`config.mk`:
```
export PLATFORM = sky130hd
export DESIGN_NAME = sorted_timer_queue_top_flat
export DESIGN_NICKNAME = d
export VERILOG_FILES = /design/src/rtl/stq_pkg.sv /design/src/rtl/stq_if.sv /design/src/rtl/sorted_timer_queue_top.sv /design/src/rtl/stq_alu.sv /design/src/flat_wrapper.sv
export SDC_FILE = /design/constraint.sdc
export NUM_CORES = 2
export LEC_CHECK = 0
export BUFFER_PORTS_ARGS = -buffer_cell sky130_fd_sc_hd__buf_2
export CAP_MARGIN = 25
export CORE_AREA = 2 2 704 706
export CTS_CLUSTER_DIAMETER = 40
export DETAILED_ROUTE_END_ITERATION = 10
export DIE_AREA = 0 0 706 708
export GPL_TIMING_DRIVEN = 0
export SYNTH_ARGS = -nofsm -noshare
export SYNTH_HDL_FRONTEND = slang
export SYNTH_SLANG_ARGS = --single-unit
```
`constraint.sdc`:
```
create_clock -name i_clk -period 8.7 [get_ports i_clk]
set_input_delay 2.175 -clock i_clk [delete_from_list [all_inputs] [get_ports i_clk]]
set_output_delay 2.175 -clock i_clk [all_outputs]
set_load 0.02 [all_outputs]
```
`src/rtl/stq_pkg.sv`:
```
// Shared constants and types for the sorted timer queue.
// No dependencies; compile before every other file.
`default_nettype none
package stq_pkg;

    localparam int NUM_TIMERS_DEF = 16;
    localparam int CMD_W          = 3;
    localparam int TIME_W         = 64;
    localparam int ID_W           = 4;
    localparam int STATUS_W       = 2;

    localparam logic [TIME_W-1:0] HOUR_MS = TIME_W'(64'd3600000);

    typedef enum logic [CMD_W-1:0] {
        CMD_ADD       = 3'd0,
        CMD_CANCEL    = 3'd1,
        CMD_REFRESH   = 3'd2,
        CMD_RESET     = 3'd3,
        CMD_NEXT_WAIT = 3'd4,
        CMD_COLLECT   = 3'd5
    } t_cmd;

    typedef enum logic [STATUS_W-1:0] {
        ST_OK         = 2'd0,
        ST_NOT_ACTIVE = 2'd1,
        ST_FULL       = 2'd2,
        ST_NOTHING    = 2'd3
    } t_status;

    typedef enum logic {
        ALU_ADD = 1'b0,
        ALU_SUB = 1'b1
    } t_alu_op;

endpackage
`default_nettype wire

```
`src/rtl/stq_if.sv`:
```
// Valid/ready channels for command items and result items.
// Depends on stq_pkg.
`default_nettype none
interface stq_in_if;
    import stq_pkg::*;
    logic                valid;
    logic                ready;
    logic [CMD_W-1:0]    command;
    logic [TIME_W-1:0]   now_ms;
    logic [ID_W-1:0]     timer_id;
    logic [TIME_W-1:0]   period_ms;
    logic                repeat_req;
    logic                restart_now;
    modport source (output valid, command, now_ms, timer_id, period_ms, repeat_req,
                    restart_now, input ready);
    modport sink   (input valid, command, now_ms, timer_id, period_ms, repeat_req,
                    restart_now, output ready);
endinterface

interface stq_out_if;
    import stq_pkg::*;
    logic                valid;
    logic                ready;
    logic [STATUS_W-1:0] status;
    logic [ID_W-1:0]     handle;
    logic [TIME_W-1:0]   wait_ms;
    logic                front_notify;
    logic                last;
    logic                pending;
    modport source (output valid, status, handle, wait_ms, front_notify, last, pending,
                    input ready);
    modport sink   (input valid, status, handle, wait_ms, front_notify, last, pending,
                    output ready);
endinterface
`default_nettype wire

```
`src/rtl/sorted_timer_queue_top.sv`:
```
// Sorted timer queue: top level with sequencer, slot memories and output register.
// Depends on stq_pkg, stq_if (stq_in_if, stq_out_if) and stq_alu.
`default_nettype none
// One command item is taken at a time; in_ready is high only while the block is idle.
// Cancel, refresh, unknown commands and the short cases of reset answer straight
// from the calc state. Add, next-wait, the full reset and the first pass of
// collect-expired walk the deadline memory one slot per cycle through the shared
// compare path before the decide state answers. The block returns to idle after
// the last output transfer and only then takes the next input transfer.
// Each expired timer that collect reports costs one more walk of the slot
// memories, since the next timer in deadline order is found by a fresh scan.
// Results leave through a registered output; the block waits for each transfer
// before going on. No clearing pass runs after reset: only the active marks and
// control state are cleared. Scans use deadlines of active slots only, but a
// reset command compares against the period memory of any slot it names.
module sorted_timer_queue_top #(
    parameter int NUM_TIMERS = stq_pkg::NUM_TIMERS_DEF
) (
    input  wire logic i_clk,
    input  wire logic i_rst_n,
    stq_in_if.sink    i_in,
    stq_out_if.source o_out
);
    import stq_pkg::*;

    localparam int IW = (NUM_TIMERS > 1) ? $clog2(NUM_TIMERS) : 1;
    localparam int CW = IW + 1;
    localparam logic [CW-1:0] CNT_END = CW'(NUM_TIMERS);

    typedef enum logic [4:0] {
        S_IDLE   = 5'b00001,
        S_CALC   = 5'b00010,
        S_SCAN   = 5'b00100,
        S_DECIDE = 5'b01000,
        S_OUT    = 5'b10000
    } t_state;

    // Slot memories: one shared read address, one write address for each memory.
    logic [TIME_W-1:0] r_dl_mem  [NUM_TIMERS];
    logic [TIME_W-1:0] r_per_mem [NUM_TIMERS];
    logic [TIME_W-1:0] r_dl_q, r_per_q;
    logic [IW-1:0]     w_raddr;
    logic              w_dl_we, w_per_we;
    logic [IW-1:0]     w_dl_wa, w_per_wa;
    logic [TIME_W-1:0] w_dl_wd, w_per_wd;

    // Control state.
    t_state              r_state, n_state;
    logic [NUM_TIMERS-1:0] r_active, n_active;
    logic [NUM_TIMERS-1:0] r_mask, n_mask;
    logic                r_notice, n_notice;
    logic [TIME_W-1:0]   r_prev, n_prev;
    logic                r_phase, n_phase;
    logic [CW-1:0]       r_cnt, n_cnt;
    logic                r_q_vld, n_q_vld;
    logic                r_out_vld, n_out_vld;

    // Payload state.
    logic [NUM_TIMERS-1:0] r_rep, n_rep;
    t_cmd                r_cmd, n_cmd;
    logic [TIME_W-1:0]   r_now, n_now;
    logic [ID_W-1:0]     r_id, n_id;
    logic [TIME_W-1:0]   r_per, n_per;
    logic                r_rep_req, n_rep_req;
    logic                r_fnow, n_fnow;
    logic [TIME_W-1:0]   r_tmp, n_tmp;
    logic                r_roll, n_roll;
    logic [IW-1:0]       r_q_idx, n_q_idx;
    logic                r_best_vld, n_best_vld;
    logic [IW-1:0]       r_best_idx, n_best_idx;
    logic [TIME_W-1:0]   r_best_dl, n_best_dl;
    logic [TIME_W-1:0]   r_best_per, n_best_per;
    logic                r_free_vld, n_free_vld;
    logic [IW-1:0]       r_free_idx, n_free_idx;
    logic                r_any, n_any;
    t_status             r_o_status, n_o_status;
    logic [ID_W-1:0]     r_o_handle, n_o_handle;
    logic [TIME_W-1:0]   r_o_wait, n_o_wait;
    logic                r_o_fn, n_o_fn;
    logic                r_o_last, n_o_last;
    logic                r_o_pend, n_o_pend;

    // Shared adder.
    logic [TIME_W-1:0] w_alu_a, w_alu_b, w_alu_y;
    t_alu_op           w_alu_op;

    stq_alu u_alu (
        .i_a  (w_alu_a),
        .i_b  (w_alu_b),
        .i_op (w_alu_op),
        .o_y  (w_alu_y)
    );

    logic          w_in_fire, w_out_fire;
    logic [IW-1:0] w_sid;
    logic          w_id_ok;
    logic          w_in_set;
    logic          w_early;

    assign w_in_fire  = i_in.valid && i_in.ready;
    assign w_out_fire = r_out_vld && o_out.ready;
    assign w_sid      = IW'(r_id);
    assign w_id_ok    = (32'(r_id) < NUM_TIMERS);

    assign i_in.ready         = (r_state == S_IDLE);
    assign o_out.valid        = r_out_vld;
    assign o_out.status       = r_o_status;
    assign o_out.handle       = r_o_handle;
    assign o_out.wait_ms      = r_o_wait;
    assign o_out.front_notify = r_o_fn;
    assign o_out.last         = r_o_last;
    assign o_out.pending      = r_o_pend;

    // Read address: the scan counter while scanning, the slot named on the input otherwise.
    always_comb begin
        if (r_state == S_SCAN) begin
            w_raddr = r_cnt[IW-1:0];
        end else begin
            w_raddr = IW'(i_in.timer_id);
        end
    end

    // Slot under scan belongs to the set whose earliest member is searched.
    always_comb begin
        if (r_phase) begin
            w_in_set = r_mask[r_q_idx];
        end else begin
            w_in_set = r_active[r_q_idx] && !(r_cmd == CMD_RESET && r_q_idx == w_sid);
        end
    end

    always_comb begin
        n_state    = r_state;
        n_active   = r_active;
        n_mask     = r_mask;
        n_notice   = r_notice;
        n_prev     = r_prev;
        n_phase    = r_phase;
        n_cnt      = r_cnt;
        n_q_vld    = 1'b0;
        n_out_vld  = r_out_vld;
        n_rep      = r_rep;
        n_cmd      = r_cmd;
        n_now      = r_now;
        n_id       = r_id;
        n_per      = r_per;
        n_rep_req  = r_rep_req;
        n_fnow     = r_fnow;
        n_tmp      = r_tmp;
        n_roll     = r_roll;
        n_q_idx    = r_q_idx;
        n_best_vld = r_best_vld;
        n_best_idx = r_best_idx;
        n_best_dl  = r_best_dl;
        n_best_per = r_best_per;
        n_free_vld = r_free_vld;
        n_free_idx = r_free_idx;
        n_any      = r_any;
        n_o_status = r_o_status;
        n_o_handle = r_o_handle;
        n_o_wait   = r_o_wait;
        n_o_fn     = r_o_fn;
        n_o_last   = r_o_last;
        n_o_pend   = r_o_pend;
        w_alu_a    = r_now;
        w_alu_b    = r_per;
        w_alu_op   = ALU_ADD;
        w_dl_we    = 1'b0;
        w_dl_wa    = w_sid;
        w_dl_wd    = w_alu_y;
        w_per_we   = 1'b0;
        w_per_wa   = w_sid;
        w_per_wd   = r_per;
        w_early    = 1'b0;

        unique case (r_state)
            S_IDLE: begin
                if (w_in_fire) begin
                    n_cmd     = t_cmd'(i_in.command);
                    n_now     = i_in.now_ms;
                    n_id      = i_in.timer_id;
                    n_per     = i_in.period_ms;
                    n_rep_req = i_in.repeat_req;
                    n_fnow    = i_in.restart_now;
                    n_tmp     = i_in.now_ms;
                    n_phase   = 1'b0;
                    n_state   = S_CALC;
                end
            end

            S_CALC: begin
                // Defaults for a single answer; scanning commands override below.
                n_o_status = ST_OK;
                n_o_handle = r_id;
                n_o_wait   = '0;
                n_o_fn     = 1'b0;
                n_o_last   = 1'b1;
                n_out_vld  = 1'b1;
                n_state    = S_OUT;
                unique case (r_cmd)
                    CMD_ADD, CMD_NEXT_WAIT: begin
                        n_out_vld = 1'b0;
                    end
                    CMD_CANCEL: begin
                        if (w_id_ok && r_active[w_sid]) begin
                            n_active[w_sid] = 1'b0;
                        end else begin
                            n_o_status = ST_NOT_ACTIVE;
                        end
                    end
                    CMD_REFRESH: begin
                        w_alu_a = r_now;
                        w_alu_b = r_per_q;
                        if (w_id_ok && r_active[w_sid]) begin
                            w_dl_we = 1'b1;
                        end else begin
                            n_o_status = ST_NOT_ACTIVE;
                        end
                    end
                    CMD_RESET: begin
                        w_alu_a  = r_dl_q;
                        w_alu_b  = r_per_q;
                        w_alu_op = ALU_SUB;
                        priority if (!w_id_ok) begin
                            n_o_status = ST_NOT_ACTIVE;
                        end else if (r_per == r_per_q && !r_fnow) begin
                            n_o_status = ST_OK;
                        end else if (!r_active[w_sid]) begin
                            n_o_status = ST_NOT_ACTIVE;
                        end else begin
                            // Start from now, or from the old start time.
                            n_tmp     = r_fnow ? r_now : w_alu_y;
                            n_out_vld = 1'b0;
                        end
                    end
                    CMD_COLLECT: begin
                        // Detect a step back of more than one hour.
                        w_alu_a   = r_prev;
                        w_alu_b   = HOUR_MS;
                        w_alu_op  = ALU_SUB;
                        n_roll    = (r_now < r_prev) && (r_now < w_alu_y);
                        n_out_vld = 1'b0;
                    end
                    default: begin
                        n_o_handle = '0;
                    end
                endcase
                if (!n_out_vld) begin
                    n_cnt      = '0;
                    n_best_vld = 1'b0;
                    n_free_vld = 1'b0;
                    n_any      = 1'b0;
                    n_state    = S_SCAN;
                end
                n_o_pend = |n_active;
            end

            S_SCAN: begin
                if (r_q_vld) begin
                    if (w_in_set && (!r_best_vld || r_dl_q < r_best_dl)) begin
                        n_best_vld = 1'b1;
                        n_best_idx = r_q_idx;
                        n_best_dl  = r_dl_q;
                        n_best_per = r_per_q;
                    end
                    if (!r_active[r_q_idx] && !r_free_vld) begin
                        n_free_vld = 1'b1;
                        n_free_idx = r_q_idx;
                    end
                    if (r_cmd == CMD_COLLECT && !r_phase) begin
                        n_mask[r_q_idx] = r_active[r_q_idx] && (r_roll || r_dl_q <= r_now);
                        if (r_active[r_q_idx] && (r_roll || r_dl_q <= r_now)) begin
                            n_any = 1'b1;
                        end
                    end
                end
                if (r_cnt != CNT_END) begin
                    n_cnt   = r_cnt + CW'(1);
                    n_q_vld = 1'b1;
                    n_q_idx = r_cnt[IW-1:0];
                end else if (!r_q_vld) begin
                    n_state = S_DECIDE;
                end
            end

            S_DECIDE: begin
                n_o_status = ST_OK;
                n_o_handle = r_id;
                n_o_wait   = '0;
                n_o_fn     = 1'b0;
                n_o_last   = 1'b1;
                n_out_vld  = 1'b1;
                n_state    = S_OUT;
                unique case (r_cmd)
                    CMD_ADD: begin
                        w_alu_a = r_tmp;
                        w_alu_b = r_per;
                        if (!r_free_vld) begin
                            n_o_status = ST_FULL;
                            n_o_handle = '0;
                        end else begin
                            w_dl_we   = 1'b1;
                            w_dl_wa   = r_free_idx;
                            w_per_we  = 1'b1;
                            w_per_wa  = r_free_idx;
                            n_rep[r_free_idx]    = r_rep_req;
                            n_active[r_free_idx] = 1'b1;
                            w_early = !r_best_vld || (w_alu_y < r_best_dl) ||
                                      (w_alu_y == r_best_dl && r_free_idx < r_best_idx);
                            n_o_fn     = w_early && !r_notice;
                            n_notice   = r_notice || w_early;
                            n_o_handle = ID_W'(r_free_idx);
                        end
                    end
                    CMD_RESET: begin
                        w_alu_a  = r_tmp;
                        w_alu_b  = r_per;
                        w_dl_we  = 1'b1;
                        w_per_we = 1'b1;
                        w_early  = !r_best_vld || (w_alu_y < r_best_dl) ||
                                   (w_alu_y == r_best_dl && w_sid < r_best_idx);
                        n_o_fn   = w_early && !r_notice;
                        n_notice = r_notice || w_early;
                    end
                    CMD_NEXT_WAIT: begin
                        w_alu_a    = r_best_dl;
                        w_alu_b    = r_now;
                        w_alu_op   = ALU_SUB;
                        n_notice   = 1'b0;
                        n_o_handle = '0;
                        priority if (!r_best_vld) begin
                            n_o_wait = '1;
                        end else if (r_now >= r_best_dl) begin
                            n_o_wait = '0;
                        end else begin
                            n_o_wait = w_alu_y;
                        end
                    end
                    CMD_COLLECT: begin
                        w_alu_a    = r_now;
                        w_alu_b    = r_best_per;
                        n_o_handle = '0;
                        if (!r_phase) begin
                            if (!r_best_vld) begin
                                n_o_status = ST_NOTHING;
                            end else begin
                                n_prev = r_now;
                                if (!r_any) begin
                                    n_o_status = ST_NOTHING;
                                end else begin
                                    // Walk the expired set in deadline order.
                                    n_phase    = 1'b1;
                                    n_out_vld  = 1'b0;
                                    n_cnt      = '0;
                                    n_best_vld = 1'b0;
                                    n_free_vld = 1'b0;
                                    n_state    = S_SCAN;
                                end
                            end
                        end else begin
                            // Emit the earliest expired slot; rearm or free it.
                            n_o_handle = ID_W'(r_best_idx);
                            n_mask[r_best_idx] = 1'b0;
                            n_o_last = ~|n_mask;
                            if (r_rep[r_best_idx]) begin
                                w_dl_we = 1'b1;
                                w_dl_wa = r_best_idx;
                            end else begin
                                n_active[r_best_idx] = 1'b0;
                            end
                        end
                    end
                    default: begin
                        n_o_handle = '0;
                    end
                endcase
                if (r_cmd == CMD_COLLECT && r_phase) begin
                    n_o_pend = |(r_active & ~(r_mask & ~r_rep));
                end else begin
                    n_o_pend = |n_active;
                end
            end

            S_OUT: begin
                if (w_out_fire) begin
                    n_out_vld = 1'b0;
                    if (r_phase && !r_o_last) begin
                        n_cnt      = '0;
                        n_best_vld = 1'b0;
                        n_free_vld = 1'b0;
                        n_state    = S_SCAN;
                    end else begin
                        n_phase = 1'b0;
                        n_state = S_IDLE;
                    end
                end
            end

            default: begin
                n_state = S_IDLE;
            end
        endcase
    end

    // Slot memories with registered reads.
    always_ff @(posedge i_clk) begin
        if (w_dl_we) begin
            r_dl_mem[w_dl_wa] <= w_dl_wd;
        end
        if (w_per_we) begin
            r_per_mem[w_per_wa] <= w_per_wd;
        end
        r_dl_q  <= r_dl_mem[w_raddr];
        r_per_q <= r_per_mem[w_raddr];
    end

    always_ff @(posedge i_clk) begin
        if (!i_rst_n) begin
            r_state   <= S_IDLE;
            r_active  <= '0;
            r_mask    <= '0;
            r_notice  <= 1'b0;
            r_prev    <= '0;
            r_phase   <= 1'b0;
            r_cnt     <= '0;
            r_q_vld   <= 1'b0;
            r_out_vld <= 1'b0;
        end else begin
            r_state   <= n_state;
            r_active  <= n_active;
            r_mask    <= n_mask;
            r_notice  <= n_notice;
            r_prev    <= n_prev;
            r_phase   <= n_phase;
            r_cnt     <= n_cnt;
            r_q_vld   <= n_q_vld;
            r_out_vld <= n_out_vld;
        end
    end

    always_ff @(posedge i_clk) begin
        r_rep      <= n_rep;
        r_cmd      <= n_cmd;
        r_now      <= n_now;
        r_id       <= n_id;
        r_per      <= n_per;
        r_rep_req  <= n_rep_req;
        r_fnow     <= n_fnow;
        r_tmp      <= n_tmp;
        r_roll     <= n_roll;
        r_q_idx    <= n_q_idx;
        r_best_vld <= n_best_vld;
        r_best_idx <= n_best_idx;
        r_best_dl  <= n_best_dl;
        r_best_per <= n_best_per;
        r_free_vld <= n_free_vld;
        r_free_idx <= n_free_idx;
        r_any      <= n_any;
        r_o_status <= n_o_status;
        r_o_handle <= n_o_handle;
        r_o_wait   <= n_o_wait;
        r_o_fn     <= n_o_fn;
        r_o_last   <= n_o_last;
        r_o_pend   <= n_o_pend;
    end

endmodule
`default_nettype wire

```
`src/rtl/stq_alu.sv`:
```
// Shared 64-bit add/subtract unit of the timer queue sequencer.
// Depends on stq_pkg.
`default_nettype none
module stq_alu (
    input  wire logic [stq_pkg::TIME_W-1:0] i_a,
    input  wire logic [stq_pkg::TIME_W-1:0] i_b,
    input  wire stq_pkg::t_alu_op           i_op,
    output logic      [stq_pkg::TIME_W-1:0] o_y
);
    import stq_pkg::*;

    always_comb begin
        unique case (i_op)
            ALU_ADD: o_y = i_a + i_b;
            ALU_SUB: o_y = i_a - i_b;
            default: o_y = i_a + i_b;
        endcase
    end

endmodule
`default_nettype wire

```
`src/flat_wrapper.sv`:
```
// flat-port wrapper written by rule: the top's interface ports become plain ports
module sorted_timer_queue_top_flat import stq_pkg::*;
#(
    parameter int NUM_TIMERS = stq_pkg::NUM_TIMERS_DEF
)
  (i_clk, i_rst_n, i_in_valid, i_in_command, i_in_now_ms, i_in_timer_id, i_in_period_ms, i_in_repeat_req, i_in_restart_now, i_in_ready, o_out_valid, o_out_status, o_out_handle, o_out_wait_ms, o_out_front_notify, o_out_last, o_out_pending, o_out_ready);
  stq_in_if i_in_i ();
  stq_out_if o_out_i ();
  input  wire logic i_clk;
  input  wire logic i_rst_n;
  input wire logic [$bits(i_in_i.valid)-1:0] i_in_valid;
  input wire logic [$bits(i_in_i.command)-1:0] i_in_command;
  input wire logic [$bits(i_in_i.now_ms)-1:0] i_in_now_ms;
  input wire logic [$bits(i_in_i.timer_id)-1:0] i_in_timer_id;
  input wire logic [$bits(i_in_i.period_ms)-1:0] i_in_period_ms;
  input wire logic [$bits(i_in_i.repeat_req)-1:0] i_in_repeat_req;
  input wire logic [$bits(i_in_i.restart_now)-1:0] i_in_restart_now;
  output wire logic [$bits(i_in_i.ready)-1:0] i_in_ready;
  output wire logic [$bits(o_out_i.valid)-1:0] o_out_valid;
  output wire logic [$bits(o_out_i.status)-1:0] o_out_status;
  output wire logic [$bits(o_out_i.handle)-1:0] o_out_handle;
  output wire logic [$bits(o_out_i.wait_ms)-1:0] o_out_wait_ms;
  output wire logic [$bits(o_out_i.front_notify)-1:0] o_out_front_notify;
  output wire logic [$bits(o_out_i.last)-1:0] o_out_last;
  output wire logic [$bits(o_out_i.pending)-1:0] o_out_pending;
  input wire logic [$bits(o_out_i.ready)-1:0] o_out_ready;
  assign i_in_i.valid = i_in_valid;
  assign i_in_i.command = i_in_command;
  assign i_in_i.now_ms = i_in_now_ms;
  assign i_in_i.timer_id = i_in_timer_id;
  assign i_in_i.period_ms = i_in_period_ms;
  assign i_in_i.repeat_req = i_in_repeat_req;
  assign i_in_i.restart_now = i_in_restart_now;
  assign i_in_ready = i_in_i.ready;
  assign o_out_valid = o_out_i.valid;
  assign o_out_status = o_out_i.status;
  assign o_out_handle = o_out_i.handle;
  assign o_out_wait_ms = o_out_i.wait_ms;
  assign o_out_front_notify = o_out_i.front_notify;
  assign o_out_last = o_out_i.last;
  assign o_out_pending = o_out_i.pending;
  assign o_out_i.ready = o_out_ready;
  sorted_timer_queue_top #(.NUM_TIMERS(NUM_TIMERS)) u_core (.i_clk(i_clk), .i_rst_n(i_rst_n), .i_in(i_in_i), .o_out(o_out_i));
endmodule
```
==> summary.md <==
| Metric | Value |
|---|---|
| Final Hold Viols | 0 |
| Post-route minimum period | 9.21 ns |
| Clock tree from TritonCTS | done |
| Overall Power | approximately 36 mW |
| Share of cells above drive strength 1 | 22.7% |
| Count of final max-slew check failures | 0 |
| CP Class | reg2reg |
| WP buf/inv | 6 |
| Chip height | 708 um |
| Worst-path clk slew | 0.07 ns |
| First-pass GRT wire length | 632000 um |
| All-layer global routing usage | 17.8% |
| Static Leakage | 51.4 nW |
| Ys flop type | edfxtp_1 |
| CP delay by family, top | simple AND/OR/NAND/NOR gates |
| GP Congestion | 1.02 |
| I/O pin total | 216 |
| Final Cycle Share | 106% |
| Synth async-reset ratio | 0% |
| Pre-antenna DRT Iters | 10 |
| Failing checks | negative setup slack |
| Unrepaired setup endpoints after global routing | yes |
| Fmax | 109 MHz |
| Die width | 706 um |
| Worst skew pair latency | 0.97 ns |
| Cells after Synth | 8425 |
| Worst Path Required | about 9.4 ns |
| Via density | 5.14 |
| Netlist cell types | 97 |
| Syn_area_per_cell | 14.5 sq um |
| Post-CTS Hold Fix Bufs | 0 |
| Setup ws final | -0.508 ns |
| Crit start category | flip-flop |
| Stages on worst setup path | 36 |
| Setup TNS | -0.955 ns |
| Post-route clock skew | 0.119 ns |
| Yosys reg bits | 2720 |
| Rel. slew slack | 22.2% |
| Slowest CP cell | or4b_4 |
| Clk buf depth | 4 |
| Via count | roughly 83000 |
| DP HPWL | 345000 um |
| # setup viols final | 2 |
| Run status | complete, but fails checks |
| FP Rows | 258 |
| EDFF count, synth | roughly 2500 |
| Initial antenna violation count | 121 |
| 1st-iter DRT viols | 11200 |
| Die area | 500000 sq um |
| Maximum vdd drop | 0.192 mV |
| Arrival @ worst endpoint | 9.91 ns |
| Clock root buffer | clkbuf_16 |
| Seq/Total Area, Yosys | 64.7% |
| WL/cell | 28.6 um |
| Net Count, Synth | 9020 |
| Post-layout nets | 9899 |
| Area of the mapped netlist | 123000 sq um |
| Slew @ Worst Pin | 1.17 ns |
| Minimum hold slack | 0.472 ns |
| Initial Util | between 20% and 30% |
| Cell area power density | 235 nW/um^2 |
| CP max FO | 10 |
| Hold Path Stages | 1 |
| Max Cap Violations | 0 |
| WL final | 462000 um |
| Vias in the first global route | 79300 |
| Setup crit end kind | flip-flop |
| Reg2Reg Depth | 36 |
| Largest net degree at the start of global routing | 54 |
| Synth Warn # | 0 |
| Buffers on Ports | 214 |
| Top-area cell type share of the netlist area | between 60% and 70% |
| Synth area leaders | edfxtp_1 61%, mux4_2 9.2%, ha_1 4.6% |
| GRT overflow | 0 |
| CTS H-Tree Depth | 5 |
| DRC | 0 |
| Core Region | just under 500000 sq um |
| Area Growth Syn to Fin | 23.9% |
| ANT nets after route | 0 |
| Worst hold path type | reg2reg |
| Max incr delay on CP | 0.57 ns |
| Synth area leader | edfxtp_1 |
| Clock sinks | approximately 2700 |
| Number of CTS-inserted buffers | 337 |
## flip-flops by register name (all words and copies together), names as in the netlist, 5 cells and up
register / cells
u_core.r_now: 64
u_core.r_dl_q: 64
u_core.r_active: 16
u_core.r_mask: 16
u_core.r_best_per: 64
u_core.o_out.wait_ms: 64
u_core.r_tmp: 64
u_core.r_state: 5
u_core.r_rep: 16
u_core.r_dl_mem: 1024
u_core.r_best_dl: 64
u_core.r_per_q: 64
u_core.r_prev: 64
u_core.r_cnt: 5
u_core.r_per_mem: 1024
u_core.r_per: 64
## report_power, final
part / internal [mW] / total (mW) / switching [mW]
logic: 2.00 / 5.65 / 3.65
registers: 15.1 / 15.6 / 0.470
clock network: 8.52 / 14.5 / 5.99
## path summary, 6_finish.rpt
check                                  startpoint               to  slack, ns
worst min register to register    u_core.r_cnt[4]  u_core.r_cnt[4]       0.47
worst max register to register  u_core.r_state[3]    u_core.r_roll      -0.51
worst min-delay path              u_core.r_cnt[4]  u_core.r_cnt[4]       0.47
worst max-delay path            u_core.r_state[3]    u_core.r_roll      -0.51
## cell usage in the layout (no fill, tap or decap), drive strengths merged, types with 177 or more instances in the layout
master  instances
edfxtp       2482
nand2         900
buf           699
clkbuf        679
mux4          502
ha            453
a21oi         441
inv           391
o21ai         327
nor2          253
dfxtp         238
a21o          177
## layer usage
layer / track usage (%) / wire length (um) / vias up
met4: 11.8 / 35000 / 56
met3: 4.05 / 42700 / 1157
li1: - / - / 34900
met1: 21.8 / 173000 / 42300
met2: 28.2 / 211000 / 4596
met5: 0 / 348 / -
## timing repair
item                                    in CTS  in global routing
cloned                                       5                  0
gates resized for setup                    468                157
buffers inserted                           110                 25
endpoints found under the setup margin    1086                  3
pin swaps                                  114                 97
## worst register-to-register path: cells and delay by family (launching register included)
| family | cells | cell delay [ns] |
|---|---|---|
| compound gates | 15 | 3.07 |
| xor+xnor | 2 | 0.52 |
| fa+ha+maj | 2 | 0.50 |
| buf+inv | 6 | 1.05 |
| flops | 1 | 0.38 |
| simple gates | 11 | 3.42 |
## kinds of logic after synthesis
kind of cell | Yosys count | synth area share (%)
XOR/XNOR | 170 | 1.22
AND/OR/NAND/NOR | 1893 | 7.27
adder cells (fa/ha/maj) | 454 | 4.64
flip-flops | 2720 | 64.7
AO/OA/AOI/OAI | 1808 | 9.68
buffers and inverters | 786 | 2.47
multiplexers | 594 | 9.99
## Yosys cell counts (all sizes together) (10+ instances only)
master	number
o221ai	19
a211oi	164
nand4	106
and2	143
or2	14
nand2	900
o21bai	15
o22ai	67
nor3b	22
a311oi	19
a21o	177
o32ai	23
o31ai	11
edfxtp	2482
clkbuf	316
nor3	94
nand3	125
a21boi	80
a31oi	176
a222oi	38
nand2b	49
nor2b	61
or3	16
o21a	30
nor2	253
dfxtp	238
xor2	113
and3	45
inv	326
mux2i	85
a221o	25
o211ai	27
nor4	29
o21ai	327
ha	453
a221oi	64
buf	141
xnor2	57
mux4	502
a21oi	441
o211a	10
a22oi	27
nand3b	12
## area by class of cell
type                    instances  area [sq um]
well taps                    6500          8130
multi-input cells            4920         43200
plain buffers                 433          2070
flip-flops and latches       2720         79300
diodes                         54           135
repair inverters                3          26.3
clock inverters               224          2620
fillers                     48400        340000
clock buffers                 389          8900
repair buffers                560          6090
inverters                     329          1280
## through the flow
stage          setup slack [ns]  util [%]  cells  area (sq um)
2_1_floorplan            0.0763         -   8425        123000
3_3_place_gp              -7.61      26.8  15100        132000
3_5_place_dp              -6.82      27.7  15300        136000
4_1_cts                  -0.331      30.6  16000        150000
5_1_grt                  -0.560      30.8  16100        152000
6_report                 -0.508      30.8  16100        152000
No activity file was read; power rests on OpenSTA's default activity.
